===== src/hdl/sseu_pkg.sv =====
// shared types, character codes and helpers for the script string escape encoder
// no dependencies
package sseu_pkg;

  localparam int QUEUE_DEPTH = 4;

  localparam logic [7:0] QUOTE_CH  = 8'h27;
  localparam logic [7:0] BSLASH_CH = 8'h5C;
  localparam logic [7:0] LT_CH     = 8'h3C;
  localparam logic [7:0] GT_CH     = 8'h3E;
  localparam logic [7:0] LF_CH     = 8'h0A;
  localparam logic [7:0] CR_CH     = 8'h0D;
  localparam logic [7:0] TAB_CH    = 8'h09;
  localparam logic [7:0] X_CH      = 8'h78;
  localparam logic [7:0] N_CH      = 8'h6E;
  localparam logic [7:0] R_CH      = 8'h72;
  localparam logic [7:0] T_CH      = 8'h74;
  localparam logic [7:0] SPACE_CH  = 8'h20;
  localparam logic [7:0] DEL_CH    = 8'h7F;

  // what the back end has to emit for one transaction
  typedef enum logic [1:0] {
    KIND_PLAIN = 2'd0,  // the byte itself
    KIND_PAIR  = 2'd1,  // backslash, then ch
    KIND_HEX   = 2'd2,  // backslash, x, two hex digits of ch
    KIND_CLOSE = 2'd3   // closing quote
  } kind_t;

  typedef struct packed {
    logic       lead_quote;
    kind_t      kind;
    logic [7:0] ch;
  } job_t;

  // push request from the front end into the queue
  typedef struct packed {
    logic push;
    job_t job;
  } push_t;

  function automatic logic [7:0] hex_digit(input logic [3:0] nib);
    if (nib < 4'd10) begin
      hex_digit = 8'h30 + {4'd0, nib};
    end else begin
      hex_digit = 8'h57 + {4'd0, nib};
    end
  endfunction

  // number of output bytes a job produces, 1 to 5
  function automatic logic [2:0] job_len(input job_t j);
    logic [2:0] body;
    case (j.kind)
      KIND_PLAIN: body = 3'd1;
      KIND_PAIR:  body = 3'd2;
      KIND_HEX:   body = 3'd4;
      KIND_CLOSE: body = 3'd1;
      default:    body = 3'd1;
    endcase
    job_len = body + {2'd0, j.lead_quote};
  endfunction

endpackage


===== src/hdl/sseu_if.sv =====
// valid/ready channel interfaces for input bytes and output characters
// no dependencies
interface sseu_in_if;
  logic       valid;
  logic       ready;
  logic [7:0] in_byte;
  logic       end_mark;

  modport source (output valid, output in_byte, output end_mark, input ready);
  modport sink   (input valid, input in_byte, input end_mark, output ready);
endinterface

interface sseu_out_if;
  logic       valid;
  logic       ready;
  logic [7:0] out_char;
  logic       run_last;

  modport source (output valid, output out_char, output run_last, input ready);
  modport sink   (input valid, input out_char, input run_last, output ready);
endinterface


===== src/hdl/script_string_escape_encoder_unit.sv =====
// an accepted byte is written into the job queue and leaves through the back end output register
// throughput: one output byte per cycle while out_ch is ready; an item gives 1 to 5 output bytes (quote plus escape)
// the back end sequencer emitting one character per cycle sets the rate
// the front accepts while the job queue has room, so input and output stall apart
// reset (rst, synchronous) clears the open-literal state without a closing quote and empties queue and output
module script_string_escape_encoder_unit #(
  parameter int QueueDepth = sseu_pkg::QUEUE_DEPTH
) (
  input logic        clk,
  input logic        rst,
  sseu_in_if.sink    in_ch,
  sseu_out_if.source out_ch
);
  import sseu_pkg::*;

  // front to queue push request
  push_t req;
  // queue status and head job
  logic  full;
  logic  head_valid;
  job_t  head;
  // back end retires the head job with its last byte
  logic  pop;

  // classify each transaction and open or close the literal
  sseu_front u_front (
    .clk   (clk),
    .rst   (rst),
    .in_ch (in_ch),
    .full  (full),
    .req   (req)
  );

  // decoupling queue of classified jobs
  sseu_queue #(
    .Depth (QueueDepth)
  ) u_queue (
    .clk        (clk),
    .rst        (rst),
    .req        (req),
    .pop        (pop),
    .full       (full),
    .head_valid (head_valid),
    .head       (head)
  );

  // expand jobs into escaped characters behind an output register
  sseu_back u_back (
    .clk        (clk),
    .rst        (rst),
    .head_valid (head_valid),
    .head       (head),
    .pop        (pop),
    .out_ch     (out_ch)
  );

endmodule


===== src/hdl/sseu_front.sv =====
// front end: accepts input transactions, tracks the open literal, classifies bytes
// depends on sseu_pkg and sseu_if
module sseu_front (
  input  logic            clk,
  input  logic            rst,
  sseu_in_if.sink         in_ch,
  input  logic            full,
  output sseu_pkg::push_t req
);
  import sseu_pkg::*;

  logic inside_string;
  logic accept;
  job_t job;

  assign in_ch.ready = !full;
  assign accept      = in_ch.valid && !full;

  always_comb begin
    job.lead_quote = !inside_string;
    job.kind       = KIND_PLAIN;
    job.ch         = in_ch.in_byte;
    if (in_ch.end_mark) begin
      job.kind = KIND_CLOSE;
      job.ch   = QUOTE_CH;
    end else begin
      case (in_ch.in_byte)
        BSLASH_CH, QUOTE_CH: job.kind = KIND_PAIR;
        LF_CH: begin
          job.kind = KIND_PAIR;
          job.ch   = N_CH;
        end
        CR_CH: begin
          job.kind = KIND_PAIR;
          job.ch   = R_CH;
        end
        TAB_CH: begin
          job.kind = KIND_PAIR;
          job.ch   = T_CH;
        end
        LT_CH, GT_CH: job.kind = KIND_HEX;
        default: begin
          if (in_ch.in_byte < SPACE_CH || in_ch.in_byte >= DEL_CH) begin
            job.kind = KIND_HEX;
          end
        end
      endcase
    end
  end

  assign req.push = accept;
  assign req.job  = job;

  always_ff @(posedge clk) begin
    if (rst) begin
      inside_string <= 1'b0;
    end else if (accept) begin
      inside_string <= !in_ch.end_mark;
    end
  end

endmodule


===== src/hdl/sseu_queue.sv =====
// small job queue between the front and back ends
// depends on sseu_pkg
module sseu_queue #(
  parameter int Depth = sseu_pkg::QUEUE_DEPTH
) (
  input  logic            clk,
  input  logic            rst,
  input  sseu_pkg::push_t req,
  input  logic            pop,
  output logic            full,
  output logic            head_valid,
  output sseu_pkg::job_t  head
);
  import sseu_pkg::*;

  localparam int PtrW = (Depth > 1) ? $clog2(Depth) : 1;
  localparam int CntW = $clog2(Depth + 1);
  localparam logic [PtrW-1:0] LastPtr = PtrW'(Depth - 1);
  localparam logic [CntW-1:0] DepthCnt = CntW'(Depth);

  job_t            slots [Depth];
  logic [PtrW-1:0] wr_ptr;
  logic [PtrW-1:0] rd_ptr;
  logic [CntW-1:0] count;
  logic            do_pop;

  assign full       = (count == DepthCnt);
  assign head_valid = (count != '0);
  assign head       = slots[rd_ptr];
  assign do_pop     = pop && head_valid;

  always_ff @(posedge clk) begin
    if (req.push) begin
      slots[wr_ptr] <= req.job;
    end
  end

  always_ff @(posedge clk) begin
    if (rst) begin
      wr_ptr <= '0;
      rd_ptr <= '0;
      count  <= '0;
    end else begin
      if (req.push) begin
        wr_ptr <= (wr_ptr == LastPtr) ? '0 : wr_ptr + 1'b1;
      end
      if (do_pop) begin
        rd_ptr <= (rd_ptr == LastPtr) ? '0 : rd_ptr + 1'b1;
      end
      if (req.push && !do_pop) begin
        count <= count + 1'b1;
      end else if (!req.push && do_pop) begin
        count <= count - 1'b1;
      end
    end
  end

endmodule


===== src/hdl/sseu_back.sv =====
// back end: steps through each job one output byte per cycle, unless out_ch stalls, into an output register
// depends on sseu_pkg and sseu_if
module sseu_back (
  input  logic           clk,
  input  logic           rst,
  input  logic           head_valid,
  input  sseu_pkg::job_t head,
  output logic           pop,
  sseu_out_if.source     out_ch
);
  import sseu_pkg::*;

  logic [2:0] pos;
  logic [2:0] len;
  logic [2:0] body_pos;
  logic       is_last;
  logic       advance;
  logic [7:0] cur;
  logic       out_valid;
  logic [7:0] out_char;
  logic       run_last;

  assign len      = job_len(head);
  assign is_last  = (pos == len - 3'd1);
  assign body_pos = pos - {2'd0, head.lead_quote};
  assign advance  = !out_valid || out_ch.ready;
  assign pop      = advance && head_valid && is_last;

  always_comb begin
    cur = QUOTE_CH;
    if (head.lead_quote && pos == 3'd0) begin
      cur = QUOTE_CH;
    end else begin
      case (head.kind)
        KIND_PLAIN: cur = head.ch;
        KIND_PAIR:  cur = (body_pos == 3'd0) ? BSLASH_CH : head.ch;
        KIND_HEX: begin
          case (body_pos)
            3'd0:    cur = BSLASH_CH;
            3'd1:    cur = X_CH;
            3'd2:    cur = hex_digit(head.ch[7:4]);
            default: cur = hex_digit(head.ch[3:0]);
          endcase
        end
        KIND_CLOSE: cur = QUOTE_CH;
        default:    cur = QUOTE_CH;
      endcase
    end
  end

  always_ff @(posedge clk) begin
    if (rst) begin
      out_valid <= 1'b0;
      pos       <= '0;
    end else if (advance) begin
      out_valid <= head_valid;
      if (head_valid) begin
        pos <= is_last ? 3'd0 : pos + 3'd1;
      end
    end
  end

  always_ff @(posedge clk) begin
    if (advance && head_valid) begin
      out_char <= cur;
      run_last <= is_last;
    end
  end

  assign out_ch.valid    = out_valid;
  assign out_ch.out_char = out_char;
  assign out_ch.run_last = run_last;

endmodule


===== src/flat_wrapper.sv =====
// flat-port wrapper written by rule: the top's interface ports become plain ports
module script_string_escape_encoder_unit_flat import sseu_pkg::*;
#(
  parameter int QueueDepth = sseu_pkg::QUEUE_DEPTH
)
  (clk, rst, in_ch_valid, in_ch_in_byte, in_ch_end_mark, in_ch_ready, out_ch_valid, out_ch_out_char, out_ch_run_last, out_ch_ready);
  sseu_in_if in_ch_i ();
  sseu_out_if out_ch_i ();
  input logic clk;
  input logic rst;
  input wire logic [$bits(in_ch_i.valid)-1:0] in_ch_valid;
  input wire logic [$bits(in_ch_i.in_byte)-1:0] in_ch_in_byte;
  input wire logic [$bits(in_ch_i.end_mark)-1:0] in_ch_end_mark;
  output wire logic [$bits(in_ch_i.ready)-1:0] in_ch_ready;
  output wire logic [$bits(out_ch_i.valid)-1:0] out_ch_valid;
  output wire logic [$bits(out_ch_i.out_char)-1:0] out_ch_out_char;
  output wire logic [$bits(out_ch_i.run_last)-1:0] out_ch_run_last;
  input wire logic [$bits(out_ch_i.ready)-1:0] out_ch_ready;
  assign in_ch_i.valid = in_ch_valid;
  assign in_ch_i.in_byte = in_ch_in_byte;
  assign in_ch_i.end_mark = in_ch_end_mark;
  assign in_ch_ready = in_ch_i.ready;
  assign out_ch_valid = out_ch_i.valid;
  assign out_ch_out_char = out_ch_i.out_char;
  assign out_ch_run_last = out_ch_i.run_last;
  assign out_ch_i.ready = out_ch_ready;
  script_string_escape_encoder_unit #(.QueueDepth(QueueDepth)) u_core (.clk(clk), .rst(rst), .in_ch(in_ch_i), .out_ch(out_ch_i));
endmodule

===== config.mk =====
export PLATFORM = sky130hd
export DESIGN_NAME = script_string_escape_encoder_unit_flat
export DESIGN_NICKNAME = d
export VERILOG_FILES = /design/src/hdl/sseu_pkg.sv /design/src/hdl/sseu_if.sv /design/src/hdl/script_string_escape_encoder_unit.sv /design/src/hdl/sseu_front.sv /design/src/hdl/sseu_queue.sv /design/src/hdl/sseu_back.sv /design/src/flat_wrapper.sv
export SDC_FILE = /design/constraint.sdc
export NUM_CORES = 1
export LEC_CHECK = 0
export BUFFER_PORTS_ARGS = -buffer_cell sky130_fd_sc_hd__buf_4
export CAP_MARGIN = 20
export CORE_ASPECT_RATIO = 0.6
export CORE_UTILIZATION = 44
export CTS_BUF_LIST = sky130_fd_sc_hd__clkbuf_8 sky130_fd_sc_hd__clkbuf_16
export DETAILED_ROUTE_END_ITERATION = 10
export GPL_TIMING_DRIVEN = 0
export PLACE_DENSITY = 0.62
export SLEW_MARGIN = 10
export SYNTH_ARGS = -nofsm -noshare
export SYNTH_HDL_FRONTEND = slang
export SYNTH_SLANG_ARGS = --single-unit

===== constraint.sdc =====
create_clock -name clk -period 6.18 [get_ports clk]
set_input_delay 1.545 -clock clk [delete_from_list [all_inputs] [get_ports clk]]
set_output_delay 1.545 -clock clk [all_outputs]
set_load 0.01 [all_outputs]

---- After elaboration in Yosys (flattened, before gate mapping) ----
Memories as Yosys holds them, arrays and structs flattened. A register that Yosys moved wholly into a read port is not among the register bits.
Index checks and enable logic that the tools add are counted.
word-level totals
  register bits after elaboration ......... 21
  latch bits .............................. 0
  bits in writable memories ............... 44
  memory bits (read-only) ................. 0
  bits of input ports ..................... 13
  output and inout bits ................... 11
  word-level logic and storage cells ...... 84
  memories ................................ 1
cells by class
  add/subtract/negate cells ............... 12
  multipliers ............................. 0
  div/mod/pow operators ................... 0
  magnitude comparators ................... 4
  equal/unequal tests ..................... 16
  shift-type cells ........................ 0
  mux-type cells .......................... 19
  bitwise operators ....................... 0
  reductions and logical operators ........ 24
memories
  name                  words  width  rd ports  clocked after memory_dff  wr ports  line              RTL
  u_core.u_queue.slots  4      11     1         1                         1         sseu_queue.sv:21  job_t slots [Depth];
operators with widths
  cell                   number
  $pmux W8 S3            2
  $pmux W8 S4            1
  $eq A8 B4 Y1 const B   3
  $eq A8 B6 Y1 const B   3
  $mux W8                3
  $add A7 B4 Y8 const A  2
  $add A6 B4 Y7 const A  2
  $mux W10               1
  $mux W2                5
  $mux W3                3
  $pmux W3 S3            1
  $eq A2 B2 Y1 const B   4
  $eq A8 B7 Y1 const B   1
  $ge A8 B7 Y1 const B   1
  $lt A4 B4 Y1 const B   2
  $lt A8 B6 Y1 const B   1
  $logic_and A1 B1 Y1    7
  $add A3 B1 Y3 const B  2
  $logic_not A1 Y1       6
  $logic_not A3 Y1       2
  $sub A3 B1 Y3 const B  2
  $reduce_or A5 Y1       1
  $add A2 B1 Y2 const B  2
  $pmux W2 S2            1
  other kinds (14)       17

---- Longest topological paths before layout ----
  depth in word-level cells ............... 11
  gate-level depth with buffers ........... 16
  depth with buffers taken out ............ 15

---- Cells and area by module ----
A second synthesis with hierarchy kept.
second synthesis, totals
  cell total of the unflattened synthesis .. 276
  area, all modules ....................... 3580.9 µm²
modules (own cells, without submodules)
  module      instances  cells each  area each (µm²)  seq. area each (µm²)
  sseu_queue  1          101         2048.2           1501.4
  sseu_back   1          132         1219.9           350.3
  sseu_front  1          43          312.8            20.0

---- Least setup slack after synthesis ----
OpenSTA, ideal clock, no wires.
  kind .................................... input to register
  start ................................... in out_ch_ready
  end ..................................... reg u_core.u_queue.count[2]
  library setup time ...................... 0.071 ns
  data arrival time ....................... 3.917 ns
  data required time ...................... 6.109 ns
  slack ................................... 2.192 ns
  stages .................................. 10
  buffers on the path ..................... 0
  cells stage by stage .................... inv_1 > a21oi_1 > nor4b_2 > inv_1 > ha_1 > inv_1 > fa_1 > xor2_1 > or3_1 > a21oi_1
on the way
  longest elaborated chain between the ends .. 7
  elaborated cells between the ends (all ways) .. 9
  classes of those cells .................. mux: 1; reduce/logical: 8
ends and longest elaborated chain
  element                                        line                RTL
  start: declaration                             flat_wrapper.sv:18  input wire logic [$bits(out_ch_i.ready)-1:0] out_ch_ready;
  $logic_or A1 B1 Y1 *                           sseu_back.sv:26     assign advance = !out_valid || out_ch.ready;
  $logic_and A1 B1 Y1 * (2 in series)            sseu_back.sv:27     assign pop = advance && head_valid && is_last;
  $logic_and A1 B1 Y1 *                          sseu_queue.sv:30    assign do_pop = pop && head_valid;
  $logic_not A1 Y1                               sseu_queue.sv:50    if (req.push && !do_pop) begin
  $logic_and A1 B1 Y1                            sseu_queue.sv:50
  $mux W3 or $reduce_bool A2 Y1 (tied branches)  n/a
  end signal: assignment                         sseu_queue.sv:51    count <= count + 1'b1;
  end signal: assignment                         sseu_queue.sv:53    count <= count - 1'b1;
  end: declaration                               sseu_queue.sv:24    logic [CntW-1:0] count;
Every way passes the cells marked *; elsewhere a longest branch is shown, timed or not.
A chain may end at the register's enable or synchronous reset.

==> results.toml <==
[outcome]
status = "completed"

[yosys]
synthTopCellsByArea = "edfxtp_1 (47%), dfxtp_1 (8.3%), ha_1 (7.4%), mux4_1 (4.7%), mux4_2 (3.3%)"
synth_most_common_cell = "edfxtp_1"
synthesis.nets = 297
syn_avg_cell_area_um2 = 12.8
synthFlopType = "edfxtp_1"
synthCells = 263
synth.top_cells.by_count = "edfxtp_1 (53), ha_1 (20), inv_1 (20)"
ys_ff_latch = 67
yosysSeqAreaShare_pct = 55.4
synth.cell_area_um2 = 3380
synth_top_cell_area_share_pct = 47.1
synthArstFlopShare_pct = 0
synth_top_area_cell = "edfxtp_1"
synth.distinct_cells = 47
synth-edff-count = 53
yosys_warnings = 0

[sta]
relSlewSlack_pct = 55.9
hold_viol_final = 0
rsz0062_at_grt = "false"
drv_slew = 0
fin_hold_ws_ns = 0.471
setup-violations-final = 0
final.setup.tns_ns = 0
clock.fmax_ghz = 0.241
finalCriticalPeriod_ns = 4.15
tightest_slew_ns = 0.654
skew_ns = 0.00781
finalCritPeriodShare_pct = 67.1

[power_and_ir_drop]
power.internal_w = 0.00115
p_sw_share_pct = 33.8
combPwrFrac_pct = 38.3
powerDensity_nw_per_um2 = 440
power.leakage_nw = 1.49
fin_total_pwr_w = 0.00173
seqPwrFrac_pct = 36.4
clkPwrFrac_pct = 25.3
peakVddDrop_v = 0.000245
power.net_switching_w = 0.000586

[grt]
grt_pass1_wl_um = 10500
antenna_found_initial = 0
grt.overflow.total = 0
grt_pass1_vias = 2073
grt_usage_pct = 18.1
grt_max_degree = 12

[floorplan]
dieHeight_um = 69.9
coreArea_um2 = 7360
start_util_pct = 45.9
die_area_um2 = 8040
fp.dieW_um = 115
ioPinCount = 24
rows = 24

[finish]
diodes = 0
area_growth_pct = 16.7
final_core_util_pct = 53.6
num-nets-final = 331
drive_gt1_share_pct = 15.2
layout.cells.non_filler = 406
nFillCells = 644

[worst_setup_path]
required_ns = 6.44
worstSetupPathType = "flip-flop to flip-flop"
r2r_end = "u_core.u_queue.count[2]$_SDFFE_PP0P_"
r2r_slack_ns = 2.03
worstPathMaxFanout = 10
arrival_ns = 4.41
start_kind = "flip-flop"
critical_path.endpoint = "u_core.u_queue.count[2]$_SDFFE_PP0P_"
critical_path.endpoint_type = "flip-flop"
r2r_cells = 15

[routing]
first_iter_violations = 161
viasPerCell = 5.27
route.detailed.wl_per_inst_um = 15.5
drc = 0
drt-total-wl_um = 6280
vias = 2138
first_pass_iters = 4
detail-route-antenna-nets = 0

[clock_tree]
cts_buffer_depth = 2
cts_htree_levels = 3
post_cts_resized = 0
postCtsSetupRepairBufs = 0
clk_latency_ns = 0.33
cts_num_sinks = 67
root_buffer = "clkbuf_16"
numCtsBuffers = 9
cts_tree = "yes"
cts_hold_buffers = 0
cts.clk_slew.worst_paths_ns = 0.05

[place]
place_congestion = 0.849
place.port_buffers = 22
dp_cells = 390
hpwl_um = 4620

[hold_path]
hp-class = "flip-flop to flip-flop"

[job]
drv_cap = 0
## metal layers
| layer | part of all wire (%) | global-route usage (%) | wire (µm) |
|---|---|---|---|
| met1 | 51 | 25.7 | 3200 |
| met2 | 43 | 25.0 | 2690 |
| met3 | 5.5 | 7.55 | 348 |
| met4 | 0.56 | 5.63 | 35 |
| met5 | 0 | 0 | 0 |
## critical path, stage by stage (launching register included)
cell and delay (ns):
dfxtp_1 0.36, buf_6 0.20, mux4_1 0.69, inv_1 0.16, ha_1 0.25, ha_1 0.20, ha_1 0.28, xnor2_1 0.16
nor4b_2 0.63, inv_1 0.11, ha_1 0.24, inv_1 0.09, fa_1 0.19, xor2_1 0.08, or3_1 0.31, a21oi_1 0.14
## registers in the layout, summed over array words and instances (netlist names), named ones only
name / cells
u_core.u_queue.rd_ptr: 2
u_core.u_back.out_ch.valid: 1
u_core.u_queue.slots: 44
u_core.u_front.inside_string: 1
u_core.u_queue.count: 3
u_core.u_queue.wr_ptr: 2
u_core.u_back.pos: 3
u_core.u_back.out_ch.run_last: 1
u_core.u_back.out_ch.out_char: 8
## cells by family after synthesis
group           Yosys count  synth area share [%]
flops                    67                  55.4
mux                      17                  9.78
fa+ha+maj                21                  8.00
buf+inv                  26                  3.15
xor+xnor                 11                  2.85
simple gates             72                  11.6
compound gates           49                  9.26
## how the worst min path moves through the flow
| stage | depth (start not counted) | slack, ns | from | to |
|---|---|---|---|---|
| floorplan | 2 | 0.47 | u_core.u_queue.count[2]$_SDFFE_PP0P_ | u_core.u_queue.count[2]$_SDFFE_PP0P_ |
| global placement | 2 | 0.46 | u_core.u_back.out_ch.valid$_SDFFE_PP0N_ | u_core.u_back.out_ch.valid$_SDFFE_PP0N_ |
| CTS | 2 | 0.48 | u_core.u_back.out_ch.valid$_SDFFE_PP0N_ | u_core.u_back.out_ch.valid$_SDFFE_PP0N_ |
| global route | 2 | 0.52 | u_core.u_back.out_ch.valid$_SDFFE_PP0N_ | u_core.u_back.out_ch.valid$_SDFFE_PP0N_ |
| detailed placement | 2 | 0.47 | u_core.u_back.out_ch.valid$_SDFFE_PP0N_ | u_core.u_back.out_ch.valid$_SDFFE_PP0N_ |
| finish | 2 | 0.47 | u_core.u_back.out_ch.valid$_SDFFE_PP0N_ | u_core.u_back.out_ch.valid$_SDFFE_PP0N_ |
## through the flow
stage / area (µm²) / setup slack [ns]
3_5_place_dp: 3680 / 1.98
2_1_floorplan: 3380 / 2.19
3_3_place_gp: 3670 / 1.61
4_1_cts: 3940 / 1.96
5_1_grt: 3940 / 1.72
6_report: 3940 / 2.03
## power groups by stage
stage / registers [W] / logic, W / clock network, W
after floorplan: 0.000651 / 0.000461 / 0
after global placement: 0.000639 / 0.000652 / 0
after detailed placement: 0.000640 / 0.000665 / 0
after CTS: 0.000632 / 0.000667 / 0.000452
after global routing: 0.000640 / 0.000743 / 0.000473
final: 0.000631 / 0.000665 / 0.000438
## layout by cell type, fill, tap and decap left out, types with 2 or more instances in the layout
cell type    n
nor3b_1      3
o211ai_1     3
clkbuf_16    9
nor2_1      17
nand3b_1     3
and4b_1      2
clkbuf_1     4
inv_1       21
clkinv_1     2
buf_4       23
nor2b_1      3
edfxtp_1    53
nand3_1      9
mux4_1       6
o21ai_0     11
xor2_1       4
a21boi_0     2
ha_1        20
or3_1        3
and3_1       8
mux2i_1      6
xnor2_1      7
o22ai_1      3
a21oi_1     14
dfxtp_1     14
nor3_1       7
mux4_2       5
nand2_1     11
clkinv_2     2
a21o_1       4
clkinvlp_4   2
## cell type report
cell class	count	area (µm²)	area share [%]
Sequential cell	67	1870	47.5
Tap cell	104	130	3.30
Clock buffer	9	225	5.71
Clock inverter	7	36.3	0.920
Timing Repair Buffer	23	173	4.38
Multi-Input combinational cell	170	1400	35.5
Inverter	20	75.1	1.90
Buffer	6	31.3	0.793
(Power assumes the default switching activity.)
